--- src/rtl/ir90_pkg.sv ---
// Shared types and constants for the 90-degree image rotation unit.
package ir90_pkg;

	localparam int PIX_W      = 32;
	localparam int CFG_IDX_W  = 2;
	localparam int CFG_DATA_W = 9;
	localparam int BPP_W      = 3;

	localparam logic [CFG_IDX_W-1:0] CFG_FRAME_WIDTH     = 2'd0;
	localparam logic [CFG_IDX_W-1:0] CFG_FRAME_HEIGHT    = 2'd1;
	localparam logic [CFG_IDX_W-1:0] CFG_BYTES_PER_PIXEL = 2'd2;

	localparam logic [CFG_DATA_W-1:0] DIM_RESET = 9'd256;
	localparam logic [BPP_W-1:0]      BPP_RESET = 3'd3;

	typedef struct packed {
		logic [PIX_W-1:0] pixel;
		logic             eor;
		logic             eof;
	} rot_item_t;

endpackage

--- src/rtl/ir90_skid.sv ---
// Two-entry output queue that decouples the store read from the receiver.
module ir90_skid (
	input  logic               clk,
	input  logic               arst_n,
	input  logic               push,
	input  ir90_pkg::rot_item_t push_item,
	input  logic               pop,
	output logic               valid,
	output logic               full,
	output ir90_pkg::rot_item_t item
);
	import ir90_pkg::*;

	rot_item_t  item_q [2];
	logic       wr_ptr_q;
	logic       rd_ptr_q;
	logic [1:0] cnt_q;
	logic       do_push;
	logic       do_pop;

	assign valid   = (cnt_q != 2'd0);
	assign full    = (cnt_q == 2'd2);
	assign item    = item_q[rd_ptr_q];
	assign do_push = push && !full;
	assign do_pop  = pop && valid;

	always_ff @(posedge clk) begin
		if (do_push) begin
			item_q[wr_ptr_q] <= push_item;
		end
	end

	always_ff @(posedge clk or negedge arst_n) begin
		if (!arst_n) begin
			wr_ptr_q <= 1'b0;
			rd_ptr_q <= 1'b0;
			cnt_q    <= 2'd0;
		end else begin
			if (do_push) begin
				wr_ptr_q <= !wr_ptr_q;
			end
			if (do_pop) begin
				rd_ptr_q <= !rd_ptr_q;
			end
			case ({do_push, do_pop})
				2'b10:   cnt_q <= cnt_q + 2'd1;
				2'b01:   cnt_q <= cnt_q - 2'd1;
				default: cnt_q <= cnt_q;
			endcase
		end
	end

endmodule

--- config.mk ---
export PLATFORM = sky130hd
export DESIGN_NAME = ir90_skid
export DESIGN_NICKNAME = d
export VERILOG_FILES = /design/src/rtl/ir90_pkg.sv /design/src/rtl/ir90_skid.sv
export SDC_FILE = /design/constraint.sdc
export NUM_CORES = 1
export LEC_CHECK = 0
export ABC_AREA = 1
export BUFFER_PORTS_ARGS = -buffer_cell sky130_fd_sc_hd__buf_2
export CORE_MARGIN = 2
export CORE_UTILIZATION = 45
export CTS_CLUSTER_SIZE = 40
export DETAILED_ROUTE_END_ITERATION = 16
export PLACE_DENSITY = 0.8
export REMOVE_ABC_BUFFERS = 1
export SYNTH_ARGS = -nofsm -noshare
export SYNTH_HDL_FRONTEND = slang
export SYNTH_SLANG_ARGS = --single-unit
--- constraint.sdc ---
create_clock -name clk -period 6.9 [get_ports clk]
set_input_delay 1.38 -clock clk [delete_from_list [all_inputs] [get_ports clk]]
set_output_delay 1.38 -clock clk [all_outputs]
set_load 0.05 [all_outputs]
Word level (Yosys, flattened, before mapping)
Memory sizes are Yosys's and may differ from the RTL's.
Cells that the tools add are included.
Storage, ports and cells
  register bits: 4
  memory bits (writable): 68
  input port bits: 38
  output and inout port bits: 36
  logic and storage cells: 19
  memories kept: 1
Memory list
  item_q: depth 2, bits a word 34, rd ports 1, clocked after Yosys merged registers in 0, write ports 1, RTL line ir90_skid.sv:14  | rot_item_t item_q [2];
Operators by class
  $add $sub $neg: 2
  equality and inequality tests: 3
  mux-type cells: 3
  reduce and logical (&&, ||, !) cells: 7
Operators with widths (count)
  equality test 2 bit, second input constant: 2
  case mux 2 bit (2 select lines): 1
  nonzero test 2 bit: 2
  zero test 1 bit: 3
  adder 2 x 1 -> 2 bit, second input constant: 1
  equality test 2 x 1 -> 1 bit, second input constant: 1
  logical AND 1 bit: 2
  2-to-1 mux 1 bit: 2
  subtractor 2 x 1 -> 2 bit, second input constant: 1

Longest topological paths before layout
  depth in word-level cells: 5
  mapped depth: 10
  gate-level depth less buffers: 10

Worst setup path before layout
Ideal clock, no wire load.
  kind: input -> register
  start point: input push
  end point: memory item_q[1][0] (netlist bit) (enable)
  library setup time: 0.425 ns
  data arrival time: 2.883 ns
  data required time: 6.475 ns
  setup slack: 3.592 ns
  stages on the path: 2
  buffers on the path: 0
  cells stage by stage: o21ai_2 nor2_1
On the way
  cells in the longest elaborated chain, start to end: 3
RTL lines
  start, declared: RTL line ir90_skid.sv:5  | input logic push,
  logical AND 1 bit: RTL line ir90_skid.sv:24  | assign do_push = push && !full;
  2-to-1 mux 1 bit: RTL line ir90_skid.sv:28  | if (do_push) begin
  2-to-1 mux 1 bit (implied by the code): RTL line ir90_skid.sv:29  | item_q[wr_ptr_q] <= push_item;
  end, declared: RTL line ir90_skid.sv:14
Every way passes these cells.

==> impl.org <==
** Min path
- Number of instances on the worst hold path :: 2
- Class of the tightest hold or removal check :: flop to flop
- The startpoint identified for the worst hold timing path is cnt_q[1]$_DFFE_PN0P_.
- Hold EP :: cnt_q[1]$_DFFE_PN0P_

** Layout
- The repair_antennas step left the layout with diodes totalling 0.
- Leaving out fill and tap cells, the most frequent cells in the layout are 73 x buf_2, 68 x edfxtp_1, 50 x nand2_1, 32 x nand2_2, 30 x nand2_4.
- For this run, the number of standard cells in the final layout without fillers is 373.
- In the final layout, the share of cells above drive strength 1 is 0.539.
- After routing the design area is 3640 um^2.
- Leading cell type in the layout, fill and taps excluded :: buf_2
- The net count of the finished layout is 327.
- Number of fill cells :: 582
- Area growth syn-to-layout :: 18.9%

** Logic synthesis
- Complex-gate fraction of the synthesized area :: 0.00286
- Post-synthesis adder-cell area fraction :: 0.00408
- Register bit total from synthesis :: 72
- Syn Std Cell Area :: 3060 um^2
- Main combinational cell family by area after synthesis :: simple AND/OR/NAND/NOR gates
- Post-synthesis simple-gate area fraction :: 0.247
- Post-Synth XOR/XNOR Area :: 0.00286
- Post-synth cell types :: 19
- A synthesized cell averages 14.7 um^2.
- Post-synthesis sequential area ratio :: 0.699
- Counting every instance in the synthesized netlist gives 209.
- Yosys warnings :: 0
- The portion of synthesized area spent on multiplexers is 0.

** Critical path
- For the worst flop-to-flop path, the logic depth is 3.
- In this run the critical register-to-register path is launched from cnt_q[1]$_DFFE_PN0P_.
- Total buffers and inverters traversed by the critical path :: 3
- Arrival time worst endpoint :: 2.07 ns
- The critical path runs through a total of 5 cells.
- Sequence of cells on the critical path :: buf_4 > inv_8 > nand2_1 > nand2_1 > buf_2
- In this run the register-to-register setup slack is 5.11 ns.
- Data required time at the worst endpoint :: 5.52 ns
- Cell seen most often among critical-path stages :: nand2_1
- In this design, the largest share of critical-path delay is due to buffers and inverters.
- Crit path max fanout :: 35
- The slowest stage of the critical path is the dfrtp_1 cell.
- The worst register-to-register path ends at item_q[1][16]$_DFFE_PP_.
- CP Class :: flop to output pin
- On the worst path, the slowest cell contributes a delay of 0.56 ns.
- The worst setup path is captured at an output pin.
- The worst setup path is launched from a flop.

** GRT
- First-pass GRT wire length :: 7.82 mm
- After global routing the overflow that remains totals 0.
- Across every metal layer, demand over resource in global routing totals 0.143.
- Largest net degree at the start of global routing :: 36
- Initial antenna violation count :: 0
- The via count of the first global-routing pass came to 1735.

** Timing
- The max-slew violation count came to 0.
- Final Skew :: 0.00809 ns
- Worst Slack Setup Final :: 3.45 ns
- Period utilisation layout :: 0.500
- The number of endpoints with negative hold slack in the final report is 0.
- Summed over all failing endpoints, the final setup total negative slack is 0 ns.
- Max-slew headroom at the worst pin :: 0.342
- The clock period could shrink to 3.45 ns.
- Maximum achievable frequency :: 0.290 GHz
- Setup violations remaining at the end of the flow were counted as 0.
- Tightest Pin Transition :: 0.985 ns
- Setup repair after global routing left no endpoint under its margin.

** Clocking
- Counting every sink on the clock net gives 72.
- CTS Root Buffer Type :: clkbuf_8
- Clock-pin slew was measured on the worst setup and hold paths at 0.07 ns.
- In this run the deepest clock path goes through 2 buffers.
- Clock tree synthesis inserted a total of 9 buffers.
- At the later pin of the worst-skew pair, clock insertion delay measures 0.34 ns.
- For this design, the CTS-stage hold fixing added 0 buffers.
- Total of cells resized after clock tree synthesis :: 0
- CTS built an H-tree with a depth of 3.
- Setup fix buffers added after clock tree synthesis :: 0
- TritonCTS clock tree :: built

** Status
- The run finished with clean final reports.

** Route
- After detailed routing, the total wire length is 4.80 mm.
- After the first detailed-routing iteration, the DRC count stood at 32.
- In the routed design, unresolved DRC markers number 0.
- Once detail routing completed, the nets flagged for antenna violations numbered 0.
- Dividing the detail-routed wire length by the instance count gives 12.9 um.
- The first TritonRoute pass finished after 4 iterations.
- Using the TritonRoute via totals, the vias-per-cell ratio works out to 4.58.
- The routed layout has 1708 vias.

** Placed design
- During placement, the flow inserted port buffers numbering 73.
- Total instance count after detailed placement :: 357
- At the end of routability-driven placement, the weighted congestion stood at 0.690.
- Hpwl dp :: 3.21 mm
- At the placement stage, the worst setup path has a slack of 3.80 ns.
- The placed instances occupy a cell area of 3460 um^2.

** Floorplan
- The region available for standard cell placement spans 6680 um^2.
- 74 I/O pins were placed.
- Initial core utilization :: 0.459
- In this run the core area contains 30 standard-cell rows.
- In this run the horizontal extent of the chip is 86.5 um.
- Die area :: 7490 um^2
- From bottom edge to top edge, the die measures 86.5 um.

** Pwr
- The analysis attributes to cell leakage a power of 1.61 nW.
- Total power density per cell area :: 509 nW/um^2
- Post-layout power :: 1.86 mW
- Worst vdd ir :: 293 uV

** Flow run
- Maximum capacitance violations :: 0
==> worst max-delay path by stage <==
stage / end / from / slack [ns]
floorplan: item_q[1][0]$_DFFE_PP_ / push / 3.59
global route: item[33] / rd_ptr_q$_DFFE_PN0P_ / 3.28
finish: item[30] / rd_ptr_q$_DFFE_PN0P_ / 3.45
detailed placement: item[32] / rd_ptr_q$_DFFE_PN0P_ / 3.80
global placement: item[30] / rd_ptr_q$_DFFE_PN0P_ / 3.85
CTS: item[32] / rd_ptr_q$_DFFE_PN0P_ / 3.41
==> where the power goes <==
group / leakage [nW] / internal [mW] / switching (mW) / total, mW
Sequential: 0.681 / 0.601 / 0.0570 / 0.658
Combinational: 0.829 / 0.203 / 0.696 / 0.899
Clock: 0.0992 / 0.158 / 0.141 / 0.299
Total: 1.61 / 0.961 / 0.894 / 1.86
==> per-stage QoR <==
step | util | hold WS, ns
after floorplan | - | 0.442
after global placement | 0.518 | 0.452
after global routing | 0.545 | 0.548
after CTS | 0.545 | 0.484
after detailed placement | 0.518 | 0.467
final | 0.545 | 0.480
==> per-layer routing <==
layer / GRT usage / share of wire / up-vias
li1: - / - / 851
met1: 0.159 / 0.39 / 801
met2: 0.241 / 0.52 / 46
met3: 0.0486 / 0.060 / 10
met4: 0.0767 / 0.023 / 0
met5: 0 / 0 / -
==> synth_stat cells <==
library cell	n	share of area
buf_12	3	0.020
buf_4	1	0.0025
buf_6	1	0.0037
clkbuf_4	2	0.0049
dfrtp_1	4	0.033
edfxtp_1	68	0.67
ha_1	1	0.0041
inv_1	6	0.0073
inv_2	2	0.0025
inv_8	1	0.0037
nand2_1	50	0.061
nand2_2	32	0.065
nand2_4	30	0.11
nand3_1	3	0.0049
nand4_1	1	0.0020
nor2_1	1	0.0012
nor2_2	1	0.0020
o21ai_2	1	0.0029
xnor2_1	1	0.0029
==> layout make-up <==
type | instances | area (um^2) | area share
multi-input combinational | 121 | 795 | 0.218
tap | 80 | 100 | 0.0275
inverter | 9 | 41.3 | 0.0113
sequential | 72 | 2140 | 0.588
timing repair buffer | 75 | 380 | 0.104
clock inverter | 3 | 15.0 | 0.00412
clock buffer | 13 | 169 | 0.0464
==> sequential cells by signal, summed over array words and instances (netlist names) <==
signal    cells
cnt_q         2
item_q       68
rd_ptr_q      1
wr_ptr_q      1
==> worst min-delay path, delay by kind of cell, from the launching register on <==
kind	cells	cell delay, ns
flip-flops	1	0.35
AND/OR/NAND/NOR	2	0.11
==> kinds of logic (layout without fill, tap and decap cells) <==
family                   count (synthesis)  after routing
AND/OR/NAND/NOR                        118            118
XOR/XNOR                                 1              1
flip-flops                              72             72
AO/OA/AOI/OAI                            1              1
buffers and inverters                   16            100
adder cells (fa/ha/maj)                  1              1
Power figures use the tool's default switching activity.
